==> config.mk <==
export PLATFORM = sky130hd
export DESIGN_NAME = plel_cell
export DESIGN_NICKNAME = d
export VERILOG_FILES = /design/src/sv/plel_pkg.sv /design/src/sv/plel_cell.sv
export SDC_FILE = /design/constraint.sdc
export NUM_CORES = 1
export LEC_CHECK = 0
export BUFFER_PORTS_ARGS = -buffer_cell sky130_fd_sc_hd__clkbuf_2
export CAP_MARGIN = 20
export CORE_UTILIZATION = 38
export DETAILED_ROUTE_END_ITERATION = 6
export PLACE_DENSITY = 0.8
export SLEW_MARGIN = 40
export SYNTH_ARGS = -nofsm -noshare
export SYNTH_HDL_FRONTEND = slang
export SYNTH_SLANG_ARGS = --single-unit
==> constraint.sdc <==
create_clock -name clk_i -period 6.3 [get_ports clk_i]
set_clock_uncertainty 0.1 [all_clocks]
set_input_delay 0.945 -clock clk_i [delete_from_list [all_inputs] [get_ports clk_i]]
set_output_delay 0.945 -clock clk_i [all_outputs]
set_load 0.02 [all_outputs]
==> src/sv/plel_pkg.sv <==
package plel_pkg;

  // Store geometry and field widths.
  localparam int CAPACITY  = 64;
  localparam int DATA_W    = 32;
  localparam int POS_W     = 7;
  localparam int IDX_W     = 6;
  localparam int CNT_W     = 7;

  // Result gathering: cells are reduced in groups, one register level per group.
  localparam int GRP_SIZE  = 8;
  localparam int NUM_GRP   = CAPACITY / GRP_SIZE;
  localparam int GRP_IDX_W = $clog2(GRP_SIZE);
  localparam int GRP_SEL_W = $clog2(NUM_GRP);

  typedef enum logic [1:0] {
    REQ_INSERT = 2'd0,
    REQ_DELETE = 2'd1,
    REQ_FIND   = 2'd2,
    REQ_GET    = 2'd3
  } req_e;

  typedef enum logic [1:0] {
    ST_OK      = 2'd0,
    ST_BADPOS  = 2'd1,
    ST_FULL    = 2'd2,
    ST_MISSING = 2'd3
  } status_e;

  // Command broadcast to every cell of the chain.
  typedef struct packed {
    logic              ins_en;
    logic              del_en;
    logic [POS_W-1:0]  pos;
    logic [CNT_W-1:0]  count;
    logic [DATA_W-1:0] value;
  } plel_cmd_t;

  // Registered summary of one group of cells.
  typedef struct packed {
    logic                 any;
    logic [GRP_IDX_W-1:0] low;
    logic [DATA_W-1:0]    rd;
  } plel_grp_t;

endpackage

==> src/sv/plel_cell.sv <==
module plel_cell (
  input  logic                         clk_i,
  input  plel_pkg::plel_cmd_t          cmd_i,
  input  logic [plel_pkg::IDX_W-1:0]   idx_i,
  input  logic [plel_pkg::DATA_W-1:0]  left_i,
  input  logic [plel_pkg::DATA_W-1:0]  right_i,
  output logic [plel_pkg::DATA_W-1:0]  data_o,
  output logic [plel_pkg::DATA_W-1:0]  sel_data_o,
  output logic                         hit_o
);
  import plel_pkg::*;

  logic [DATA_W-1:0] data_q, data_d;
  logic [POS_W-1:0]  idx_ext;

  assign idx_ext = POS_W'(idx_i);

  // Insert moves entries above the position up; delete pulls them down.
  always_comb begin
    data_d = data_q;
    if (cmd_i.ins_en) begin
      if (idx_ext > cmd_i.pos) begin
        data_d = left_i;
      end else if (idx_ext == cmd_i.pos) begin
        data_d = cmd_i.value;
      end
    end else if (cmd_i.del_en && (idx_ext >= cmd_i.pos)) begin
      data_d = right_i;
    end
  end

  always_ff @(posedge clk_i) begin
    data_q <= data_d;
  end

  // Local read select and key compare against the current contents.
  assign data_o     = data_q;
  assign sel_data_o = (idx_ext == cmd_i.pos) ? data_q : '0;
  assign hit_o      = (idx_ext < cmd_i.count) && (data_q == cmd_i.value);

endmodule

After elaboration in Yosys (flattened, before gate mapping)
Cells that the tools add are included.
W data, S select, Z words.
Word-level totals
  output and inout port bits: 65
  word-level logic and storage cells: 16
  register bits: 32
  bits of input ports: 119
Operators by class
  mux-type cells: 5
  equal/unequal tests: 3
  $lt $le $gt $ge: 3
  reductions and logical operators: 4
Operators with widths (count)
  $mux W32: 5
  $eq A32 B32 Y1: 1
  $eq A6 B7 Y1: 1
  $ge A6 B7 Y1: 1
  $gt A6 B7 Y1: 1
  $lt A6 B7 Y1: 1
  $ne A3 B1 Y1 const B: 1
  $logic_and A1 B1 Y1: 2
  $reduce_and A2 Y1: 1
  $reduce_bool A2 Y1: 1

Depth between registers and ports, before layout
  depth in word-level cells: 4
  depth in mapped cells: 9
  mapped depth without buffers: 7

Worst setup path after synthesis
Ideal clock, no wire load.
  path kind: in2out
  from: in cmd_i[36] in the netlist's numbering
  to: out hit_o
  required time: 5.255 ns
  slack: 3.103 ns
  arrival time: 2.152 ns
  stages on the path: 6
  buffers on the path: 0
  cells stage by stage: inv_1 > ha_1 > a21o_1 > a21oi_1 > o2111ai_1 > nor3_1
Between the ends
  cells in the longest elaborated chain, start to end: 2
RTL lines
  start: declaration: line plel_cell.sv:3  | input plel_pkg::plel_cmd_t cmd_i,
  $lt A6 B7 Y1: line plel_cell.sv:39  | assign hit_o = (idx_ext < cmd_i.count) && (data_q == cmd_i.value);
  $logic_and A1 B1 Y1: line plel_cell.sv:39
  end: declaration: line plel_cell.sv:9  | output logic hit_o
No other way between the ends.

Final worst setup path
  from: in idx_i[5] in the netlist's numbering
  to: out sel_data_o[31] in the netlist's numbering
Between the ends
  cells in the longest elaborated chain, start to end: 2
RTL lines
  start: declaration: line plel_cell.sv:4  | input logic [plel_pkg::IDX_W-1:0] idx_i,
  $eq A6 B7 Y1: line plel_cell.sv:38  | assign sel_data_o = (idx_ext == cmd_i.pos) ? data_q : '0;
  $mux W32: line plel_cell.sv:38
  end: declaration: line plel_cell.sv:8  | output logic [plel_pkg::DATA_W-1:0] sel_data_o,
No other way between the ends.

==> impl_metrics.json <==
{
  "status": "complete, no violations",
  "final_core_util": 0.5616,
  "crit_arrival_ps": 2590,
  "vdd_drop_max_mv": 0.1088,
  "drv_cap": 0,
  "critPathLaunchType": "input port",
  "cp_slowest_cell": "nor2_4",
  "synth_top_cell_by_area": "edfxtp_1",
  "overflow": 0,
  "power_density_mw_per_mm2": 190.7,
  "route.vias.total": 2499,
  "nets": 565,
  "slew_viol_final": 0,
  "p_leak_nw": 1.745,
  "firstDrtPassIters": 4,
  "area_growth_pct": 42.29,
  "cts_hold_buffers": 0,
  "wl_met1_mm": 2.680,
  "cp_common_cell": "clkbuf_2",
  "grt.total_usage": 0.2068,
  "grt_pass1_vias": 2479,
  "finalHoldViolCount": 0,
  "gp_congestion": 0.8483,
  "vias_per_cell": 4.871,
  "drc": 0,
  "max_freq_mhz": 275.1,
  "die_area_mm2": 0.006924,
  "rsz0062_at_grt": "no",
  "critPathKind": "in -> out",
  "critPathBufInv": 2,
  "post-place-ws_ps": 2662,
  "drtIter0Drc": 52,
  "power_w": 0.0006800,
  "end_kind": "primary output",
  "coreArea_mm2": 0.006350,
  "diodes": 0,
  "final_cell_mix": "clkbuf_2, a21oi_1",
  "clkTransAtPathRegs_ps": 60,
  "grt_max_degree": 66,
  "cts_resized": 0,
  "grt_first_pass_wirelength_mm": 11.41,
  "syn_inst": 258,
  "tns_ps": 0,
  "hold_path_class": "in -> reg",
  "cts_sinks": 32,
  "cts_made_buffers": 5,
  "cts-htree-levels": 2,
  "worst_pin_slew_ps": 630.9,
  "report.final.setup_viol": 0,
  "worstPathMaxFanout": 33,
  "required_ps": 5250,
  "routed_wl_mm": 7.164,
  "post-cts-setup-buffers": 0,
  "layout_commonest_cell": "clkbuf_2",
  "syn_nets": 388,
  "port_buffers": 183,
  "ys_ff_latch": 32,
  "wl_met2_mm": 3.848,
  "cts_tree": "done",
  "wl_met3_um": 462,
  "die_w_um": 83.21,
  "clockBufferDepth": 2,
  "yosys.area.top_type_share": 0.3834,
  "io_pins": 184,
  "start_util": 0.3947,
  "largest_register_ff_count": 32,
  "antenna_found_initial": 0,
  "synthTopCellsByArea": "edfxtp_1, mux2i_1, and2_1",
  "setup_ws_ps": 2665,
  "synth_area_per_cell_um2": 9.714,
  "hpwl_mm": 5.747,
  "cts-root-buf": "clkbuf_8",
  "ys_seq_area_frac": 0.3834,
  "synth_cell_types": 25,
  "die_height_um": 83.21,
  "slowest_delay_ps": 580,
  "slew_headroom": 0.5794,
  "drtAntennaViolNets": 0,
  "crit_family": "simple AND/OR/NAND/NOR gates",
  "wl_per_cell_um": 13.96,
  "drive_gt1_frac": 0.4472,
  "period_needed_ps": 3635,
  "rows": 29,
  "cp_cell_sequence": "clkbuf_2 -> ha_1 -> nand4b_1 -> nor2_4 -> and2_1 -> clkbuf_2",
  "final.period_utilization": 0.5770,
  "synth_area_mm2": 0.002506,
  "top_layer": "met4",
  "yosysWarnings": 0
}
per-layer routing:
layer	vias up	GRT usage
met1	1108	0.2205
met4	0	0.07367
met5	-	0
met2	112	0.3979
li1	1263	-
met3	16	0.04175
cell type report:
cell class,count,area [µm²]
clock inverter,2,35.03
sequential,32,960.9
fill,590,2784
timing repair buffer,184,923.4
tap,77,96.34
inverter,12,45.04
multi-input combinational,200,1433
clock buffer,6,72.57
path summary, 6_finish.rpt:
check,slack (ps),start,depth (start not counted),to
max,2660,idx_i[5],6,sel_data_o[31]
min,890,right_i[7],3,data_o[7]$_DFFE_PP_
cell families after synthesis:
group	after synthesis	synth area share
and+or+nand+nor	81	0.1692
AOI/OAI and AO/OA	44	0.09736
xor gates and xnor gates	32	0.1118
muxes	32	0.1278
DFF	32	0.3834
buffers and inverters	26	0.05542
adders and majority gates	11	0.05492
synth_stat cells:
library cell,instances
o2111ai_1,1
ha_1,11
a21oi_1,37
mux2i_1,32
buf_6,1
edfxtp_1,32
nand3_1,3
nand4_1,4
nand4b_1,2
a21oi_2,1
nor3_1,2
xnor2_1,17
o32a_2,1
nor2_1,33
clkbuf_1,10
xor2_1,15
o21ai_0,1
and2_1,32
nor4_1,4
buf_8,3
a21boi_0,1
inv_1,12
a21o_1,1
o22a_2,1
nand3b_1,1
through the flow:
stage          hold WS [ps]  std cells  cell area (µm²)
6_report              890.3        513             3566
5_1_grt               884.9        513             3566
4_1_cts               878.2        513             3555
3_5_place_dp           1169        505             3447
3_3_place_gp           1164        505             3435
2_1_floorplan          1071        258             2506
report_power, final:
part | switching [W] | leakage, nW | internal, W | total [W]
Sequential | 0.0000206 | 0.303 | 0.000265 | 0.000285
Clock | 0.0000745 | 0.0552 | 0.000117 | 0.000192
Combinational | 0.000112 | 1.39 | 0.0000903 | 0.000203
Total | 0.000208 | 1.74 | 0.000472 | 0.000680
No activity file was read; power rests on OpenSTA's default activity.
