--- config.mk ---
export PLATFORM = sky130hd
export DESIGN_NAME = plel_gather
export DESIGN_NICKNAME = d
export VERILOG_FILES = /design/src/sv/plel_pkg.sv /design/src/sv/plel_gather.sv
export SDC_FILE = /design/constraint.sdc
export NUM_CORES = 1
export LEC_CHECK = 0
export BUFFER_PORTS_ARGS = -buffer_cell sky130_fd_sc_hd__buf_2
export CAP_MARGIN = 10
export CORE_AREA = 2 2 119 121
export CTS_CLUSTER_DIAMETER = 60
export CTS_CLUSTER_SIZE = 14
export DETAILED_ROUTE_END_ITERATION = 8
export DIE_AREA = 0 0 121 123
export PLACE_DENSITY = 0.5
export SLEW_MARGIN = 20
export SYNTH_ARGS = -nofsm -noshare
export SYNTH_HDL_FRONTEND = slang
export SYNTH_SLANG_ARGS = --single-unit
--- constraint.sdc ---
create_clock -name clk_i -period 1.5 [get_ports clk_i]
set_clock_uncertainty 0.15 [all_clocks]
set_input_delay 0.225 -clock clk_i [delete_from_list [all_inputs] [get_ports clk_i]]
set_output_delay 0.225 -clock clk_i [all_outputs]
set_load 0.1 [all_outputs]
--- src/sv/plel_pkg.sv ---
package plel_pkg;

  // Store geometry and field widths.
  localparam int CAPACITY  = 64;
  localparam int DATA_W    = 32;
  localparam int POS_W     = 7;
  localparam int IDX_W     = 6;
  localparam int CNT_W     = 7;

  // Result gathering: cells are reduced in groups, one register level per group.
  localparam int GRP_SIZE  = 8;
  localparam int NUM_GRP   = CAPACITY / GRP_SIZE;
  localparam int GRP_IDX_W = $clog2(GRP_SIZE);
  localparam int GRP_SEL_W = $clog2(NUM_GRP);

  typedef enum logic [1:0] {
    REQ_INSERT = 2'd0,
    REQ_DELETE = 2'd1,
    REQ_FIND   = 2'd2,
    REQ_GET    = 2'd3
  } req_e;

  typedef enum logic [1:0] {
    ST_OK      = 2'd0,
    ST_BADPOS  = 2'd1,
    ST_FULL    = 2'd2,
    ST_MISSING = 2'd3
  } status_e;

  // Command broadcast to every cell of the chain.
  typedef struct packed {
    logic              ins_en;
    logic              del_en;
    logic [POS_W-1:0]  pos;
    logic [CNT_W-1:0]  count;
    logic [DATA_W-1:0] value;
  } plel_cmd_t;

  // Registered summary of one group of cells.
  typedef struct packed {
    logic                 any;
    logic [GRP_IDX_W-1:0] low;
    logic [DATA_W-1:0]    rd;
  } plel_grp_t;

endpackage

--- src/sv/plel_gather.sv ---
module plel_gather (
  input  logic                                             clk_i,
  input  logic                                             capture_i,
  input  logic [plel_pkg::GRP_SIZE-1:0][plel_pkg::DATA_W-1:0] sel_data_i,
  input  logic [plel_pkg::GRP_SIZE-1:0]                    hit_i,
  output plel_pkg::plel_grp_t                              sum_o
);
  import plel_pkg::*;

  plel_grp_t sum_q, sum_d;

  // Lowest hitting cell of the group and the OR of the selected data.
  always_comb begin
    sum_d = '0;
    for (int k = GRP_SIZE - 1; k >= 0; k--) begin
      if (hit_i[k]) begin
        sum_d.any = 1'b1;
        sum_d.low = GRP_IDX_W'(k);
      end
      sum_d.rd = sum_d.rd | sel_data_i[k];
    end
  end

  always_ff @(posedge clk_i) begin
    if (capture_i) begin
      sum_q <= sum_d;
    end
  end

  assign sum_o = sum_q;

endmodule

# After elaboration in Yosys (flattened, before gate mapping)
# Index checks and enable logic that the tools add are counted.
# W data, S select, Z words.
[totals] reg_bits=36 inputBits=266 elab_cells=22
[op_classes] muxes=7 n_bitwise=7 n_reduce_logical=3
[ops] operator="$or A32 B32 Y32" count=7
[ops] operator="$mux W3" count=3
[ops] operator="$reduce_or A7 Y1" count=1
[ops] operator="$mux W2" count=2
[ops] operator="$mux W4" count=1
[ops] operator="$reduce_or A4 Y1" count=1
[ops] operator="$reduce_or A2 Y1" count=1
[ops] operator="$mux W1" count=1

# Logic depth before layout (Yosys ltp)
# Gate-level depths: netlist (run 1).
[logic_depth] ltp_word=7 mapped_depth=3 mapped_depth_nobuf=3

# Least setup slack after synthesis (run 1)
# OpenSTA, ideal clock, no wires.
[synth_timing] path_kind="reg-to-output" start="register sum_q, in the netlist sum_o[0]" end="output sum_o[0] (netlist name)" arrival_time_ns=0.904 required_time_ns=1.125 setup_slack_ns=0.221 stages_incl_launch_ff=1 path_buffers=0 cell_sequence="edfxtp_1"
[synth_rtl] item="from (decl)" line_no="plel_gather.sv:10" rtl="plel_grp_t sum_q, sum_d;"
[synth_rtl] item="from (signal assigned)" line_no="plel_gather.sv:26" rtl="sum_q <= sum_d;"
[synth_rtl] item="to (decl)" line_no="plel_gather.sv:6" rtl="output plel_pkg::plel_grp_t sum_o"
# No word-level cell between the ends.

# Final worst setup path (run 1)
[layout_timing] start="register sum_q, in the netlist sum_o[25]" end="output sum_o[25] (netlist name)"
# No word-level cell between the ends.

==> results.sh, run 1 <==
export IMPL_path_delay_family="buffers and inverters"
export IMPL_die_y_um=123
export IMPL_critPathSlowestCell="buf_2"
export IMPL_hp_class="input port to flip-flop"
export IMPL_gr_total_overflow=0
export IMPL_p_leak_uw=0.00171
export IMPL_placementRows=43
export IMPL_htreeDepth=2
export IMPL_vias_per_cell=3.99
export IMPL_hpwl_um=7180
export IMPL_post_route_util_pct=26.7
export IMPL_netlist_area_um2=1680
export IMPL_fin_nets=721
export IMPL_areaGrowthSynthToFinish_pct=116
export IMPL_drive_gt1_share_pct=68.0
export IMPL_worst_slew_pin_transition_ns=0.513
export IMPL_grt_pass1_vias=2411
export IMPL_fin_cells=637
export IMPL_cts_sinks=36
export IMPL_wl_per_cell_um=12.7
export IMPL_final_hold_violation_count=0
export IMPL_outcome="finished clean"
export IMPL_grt_antenna_before_repair=0
export IMPL_grtUsageTotal_pct=10.1
export IMPL_period_share_pct=96.2
export IMPL_place_ws_ns=0.226
export IMPL_die_w_um=121
export IMPL_ant_nets=0
export IMPL_path_clk_slew_ns=0.06
export IMPL_crit_type="flip-flop to output pin"
export IMPL_ys_types=11
export IMPL_clockRootBuffer="clkbuf_16"
export IMPL_yosys_warnings=0
export IMPL_worst_path_max_fanout=1
export IMPL_gp_congestion=0.865
export IMPL_cts_tree="done"
export IMPL_drv_slew=0
export IMPL_synth_fp_nets=412
export IMPL_syn_inst=146
export IMPL_drt_iter0_drc=38
export IMPL_cts_buffers=5
export IMPL_finalSetupViolCount=0
export IMPL_core_area_um2=13600
export IMPL_relSlewSlack_pct=66.0
export IMPL_cp_required_ns=1.12
export IMPL_drv_cap=0
export IMPL_ctsHoldBuffers=0
export IMPL_seq_area_frac_synth_pct=64.2
export IMPL_post_cts_buffers=0
export IMPL_crit_buf_inv=1
export IMPL_vias=2540
export IMPL_route_detailed_drc=0
export IMPL_rsz0062_at_grt="false"
export IMPL_dp_cells=628
export IMPL_grt_max_degree=37
export IMPL_slowest_delay_ns=0.43
export IMPL_portBuffers=301
export IMPL_grt_pass1_wl_um=11200
export IMPL_tns_ns=0
export IMPL_clockBufferDepth=2
export IMPL_synth_seq_cells=36
export IMPL_finalWorstSetupSlack_ns=0.0573
export IMPL_firstDrtPassIters=4
export IMPL_cp_end_kind="output pin"
export IMPL_largest_register_ffs=36
export IMPL_clock_fmax_mhz=693
export IMPL_syn_area_per_cell_um2=11.5
export IMPL_worst_setup_path_start_kind="flip-flop"
export IMPL_power_density_nw_per_um2=857
export IMPL_cts_resized=0
export IMPL_ios=302
export IMPL_drt_wl_total_um=8090
export IMPL_irDropWorstVdd_mv=0.303
export IMPL_crit_chain="buf_2"
export IMPL_die_area_um2=14900
export IMPL_period_minus_slack_ns=1.44
export IMPL_cp_arrival_ns=1.07
export IMPL_total_power_uw=3120
export IMPL_start_util_pct=12.4
cells by family (layout without fill, tap and decap cells):
family | count (synthesis) | count (layout) | share of synthesized area [%]
AOI/OAI and AO/OA | 5 | 5 | 1.86
buffers and inverters | 1 | 311 | 0.223
DFF | 36 | 36 | 64.2
other | 0 | 1 | 0
and+or+nand+nor | 104 | 104 | 33.7
power breakdown:
group	total, uW	leakage, uW	internal (uW)	switching, uW
sequential	1180	0.000362	1160	18.2
combinational	918	0.00128	332	586
clock	1020	0.0000710	604	418
total	3120	0.00171	2100	1020
layer usage:
| metal | track usage, % | vias to the layer above | routed length, um |
|---|---|---|---|
| met1 | 9.17 | 1132 | 2570 |
| met4 | 3.71 | 0 | 100 |
| met2 | 19.6 | 167 | 4360 |
| li1 | - | 1233 | - |
| met5 | 0 | - | 0 |
| met3 | 4.57 | 8 | 1050 |
path summary, 6_finish.rpt:
kind                  startpoint         to  slack [ns]  cells after the start
setup / recovery       sum_o[25]  sum_o[25]        0.06                      1
hold / removal    sel_data_i[21]  sum_o[21]        0.04                      3
final cells by class:
class / count / area (um2)
well taps: 180 / 225
repair buffers: 302 / 1590
flip-flops and latches: 36 / 1080
multi-input cells: 109 / 598
diodes: 1 / 2.50
clock inverters: 3 / 13.8
clock buffers: 5 / 125
inverters: 1 / 3.75
fillers: 1456 / 9980
cell usage after synthesis:
cell type,number,area (um2)
a211oi_1,1,7.51
a21oi_1,2,10.0
edfxtp_1,36,1080
inv_1,1,3.75
nand2_1,33,124
nor2_1,3,11.3
nor2b_1,2,12.5
nor4_1,65,407
nor4_2,1,12.5
o21ai_0,1,5.00
o41ai_1,1,8.76
through the flow:
stage | area (um2) | hold WS, ns
final | 3640 | 0.0435
after global routing | 3630 | 0.0373
after CTS | 3630 | 0.0251
after detailed placement | 3490 | 0.332
after global placement | 3490 | 0.327
after floorplan | 1680 | 0.187
cells in the final DEF (no fill, tap or decap):
master       n
buf_2      297
nor4_1      65
edfxtp_1    36
nand2_1     33
clkbuf_16    5
buf_12       5
nor2_1       3
a21oi_1      2
nor2b_1      2
clkinv_2     2
diode_2      1
nor4_2       1
inv_1        1
o41ai_1      1
o21ai_0      1
a211oi_1     1
clkinv_1     1
Power figures use the tool's default switching activity.
==> run 2: changes to the inputs <==
--- a/config.mk
+++ b/config.mk
@@ -8,6 +8,7 @@
 export BUFFER_PORTS_ARGS = -buffer_cell sky130_fd_sc_hd__buf_2
 export CAP_MARGIN = 10
 export CORE_AREA = 2 2 119 121
+export CTS_BUF_LIST = sky130_fd_sc_hd__clkbuf_2 sky130_fd_sc_hd__clkbuf_4 sky130_fd_sc_hd__clkbuf_8
 export CTS_CLUSTER_DIAMETER = 60
 export CTS_CLUSTER_SIZE = 14
 export DETAILED_ROUTE_END_ITERATION = 8
==> run 2 against run 1 <==
  * Die area did not move
  * Routed wire length up 0.43%
  * Sequential cell count unchanged
  * Combinational power up 0.4%
  * Power fell by 10%
  * Setup slack lost 0.0041 ns
  * Hold slack worse by 0.018 ns
  * Sequential power about the same
  * Fmax down 0.29%
  * Clock power down 31%
  * Critical endpoint is now sum_o[5]
  * Highest routed layer unchanged
==> results.sh, run 2 (synthesized netlist as in run 1, its figures left out) <==
export IMPL_fin_nets=722
export IMPL_route_detailed_drc=0
export IMPL_clockRootBuffer="clkbuf_8"
export IMPL_hp_class="input port to flip-flop"
export IMPL_areaGrowthSynthToFinish_pct=114
export IMPL_hpwl_um=7180
export IMPL_finalSetupViolCount=0
export IMPL_relSlewSlack_pct=66.0
export IMPL_cp_end_kind="output pin"
export IMPL_drt_wl_total_um=8120
export IMPL_worst_setup_path_start_kind="flip-flop"
export IMPL_vias=2543
export IMPL_ant_nets=0
export IMPL_crit_buf_inv=1
export IMPL_p_leak_uw=0.00169
export IMPL_drv_cap=0
export IMPL_largest_register_ffs=36
export IMPL_firstDrtPassIters=4
export IMPL_grt_pass1_vias=2428
export IMPL_ios=302
export IMPL_crit_chain="buf_2"
export IMPL_grtUsageTotal_pct=10.2
export IMPL_path_clk_slew_ns=0.08
export IMPL_drt_iter0_drc=49
export IMPL_cp_arrival_ns=1.07
export IMPL_grt_antenna_before_repair=0
export IMPL_crit_type="flip-flop to output pin"
export IMPL_gr_total_overflow=0
export IMPL_post_dp_cell_area_um2=3490
export IMPL_period_share_pct=96.5
export IMPL_worst_slew_pin_transition_ns=0.513
export IMPL_cts_buffers=5
export IMPL_start_util_pct=12.4
export IMPL_clockBufferDepth=2
export IMPL_final_common_cell="buf_2"
export IMPL_core_area_um2=13600
export IMPL_grt_max_degree=37
export IMPL_drive_gt1_share_pct=67.8
export IMPL_multi_input_area_um2=598
export IMPL_irDropWorstVdd_mv=0.265
export IMPL_die_y_um=123
export IMPL_drv_slew=0
export IMPL_wl_per_cell_um=12.7
export IMPL_cts_tree="done"
export IMPL_hold_start="sel_data_i[21]"
export IMPL_final_hold_violation_count=0
export IMPL_grt_pass1_wl_um=11300
export IMPL_path_depth=1
export IMPL_gp_congestion=0.865
export IMPL_period_minus_slack_ns=1.45
export IMPL_worst_path_max_fanout=1
export IMPL_clock_fmax_mhz=691
export IMPL_final_cell_mix="295 x buf_2, 65 x nor4_1, 36 x edfxtp_1"
export IMPL_rsz0062_at_grt="false"
export IMPL_crit_path_start="sum_o[5]"
export IMPL_fillers=1461
export IMPL_final_area_um2=3590
export IMPL_htreeDepth=2
export IMPL_tns_ns=0
export IMPL_power_density_nw_per_um2=780
export IMPL_cp_required_ns=1.12
export IMPL_cts_sinks=36
export IMPL_die_w_um=121
export IMPL_path_delay_family="buffers and inverters"
export IMPL_placementRows=43
export IMPL_vias_per_cell=3.99
export IMPL_die_area_um2=14900
export IMPL_critPathSlowestCell="buf_2"
export IMPL_outcome="finished clean"
export IMPL_portBuffers=301
export IMPL_crit_path_end="sum_o[5]"
export IMPL_regArea_um2=1080
export IMPL_slowest_delay_ns=0.43
-- run 2: worst min path at each step --
stage / end / depth (start not counted)
after floorplan: sum_o[0] / 0
after global placement: sum_o[24] / 3
after detailed placement: sum_o[7] / 3
after CTS: sum_o[26] / 3
after global routing: sum_o[12] / 3
final: sum_o[21] / 3
-- run 2: what timing repair did --
item	4_1_cts	5_1_grt
hold buffers	1	0
gates resized for setup	1	1
setup buffers	0	0
endpoints found under the setup margin	1	1
endpoints found under the hold margin	1	0
-- run 2: per-stage QoR --
step | cells | setup WS (ns) | hold slack (ns) | util, % | total power (uW)
5_1_grt | 637 | 0.00739 | 0.00786 | 26.4 | 2940
4_1_cts | 637 | 0.0140 | 0.0000593 | 26.4 | 2870
6_report | 638 | 0.0531 | 0.0251 | 26.4 | 2800
3_5_place_dp | 628 | 0.226 | 0.332 | 25.7 | 2130
2_1_floorplan | 146 | 0.221 | 0.187 | - | 1650
3_3_place_gp | 628 | 0.220 | 0.327 | 25.7 | 2110
-- run 2: power by group --
group          internal, uW  switching, uW  leakage [uW]
clock network           316            389     0.0000453
registers              1160           18.4      0.000362
logic                   335            587       0.00128
-- run 2: area by class of cell --
type                            count  share of cell area [%]
Timing Repair Buffer              303                    44.6
Sequential cell                    36                    30.1
Multi-Input combinational cell    109                    16.6
Tap cell                          180                    6.27
Clock buffer                        5                    1.91
Clock inverter                      3                   0.383
Inverter                            1                   0.104
Antenna cell                        1                  0.0696
-- run 2: metal layers --
metal	vias up	part of all wire (%)	wire [um]	track usage, %
li1	1235	-	-	-
met1	1133	31	2550	9.19
met2	167	54	4400	19.8
met3	8	13	1070	4.61
met4	0	1.2	100	3.71
met5	-	0	0	0
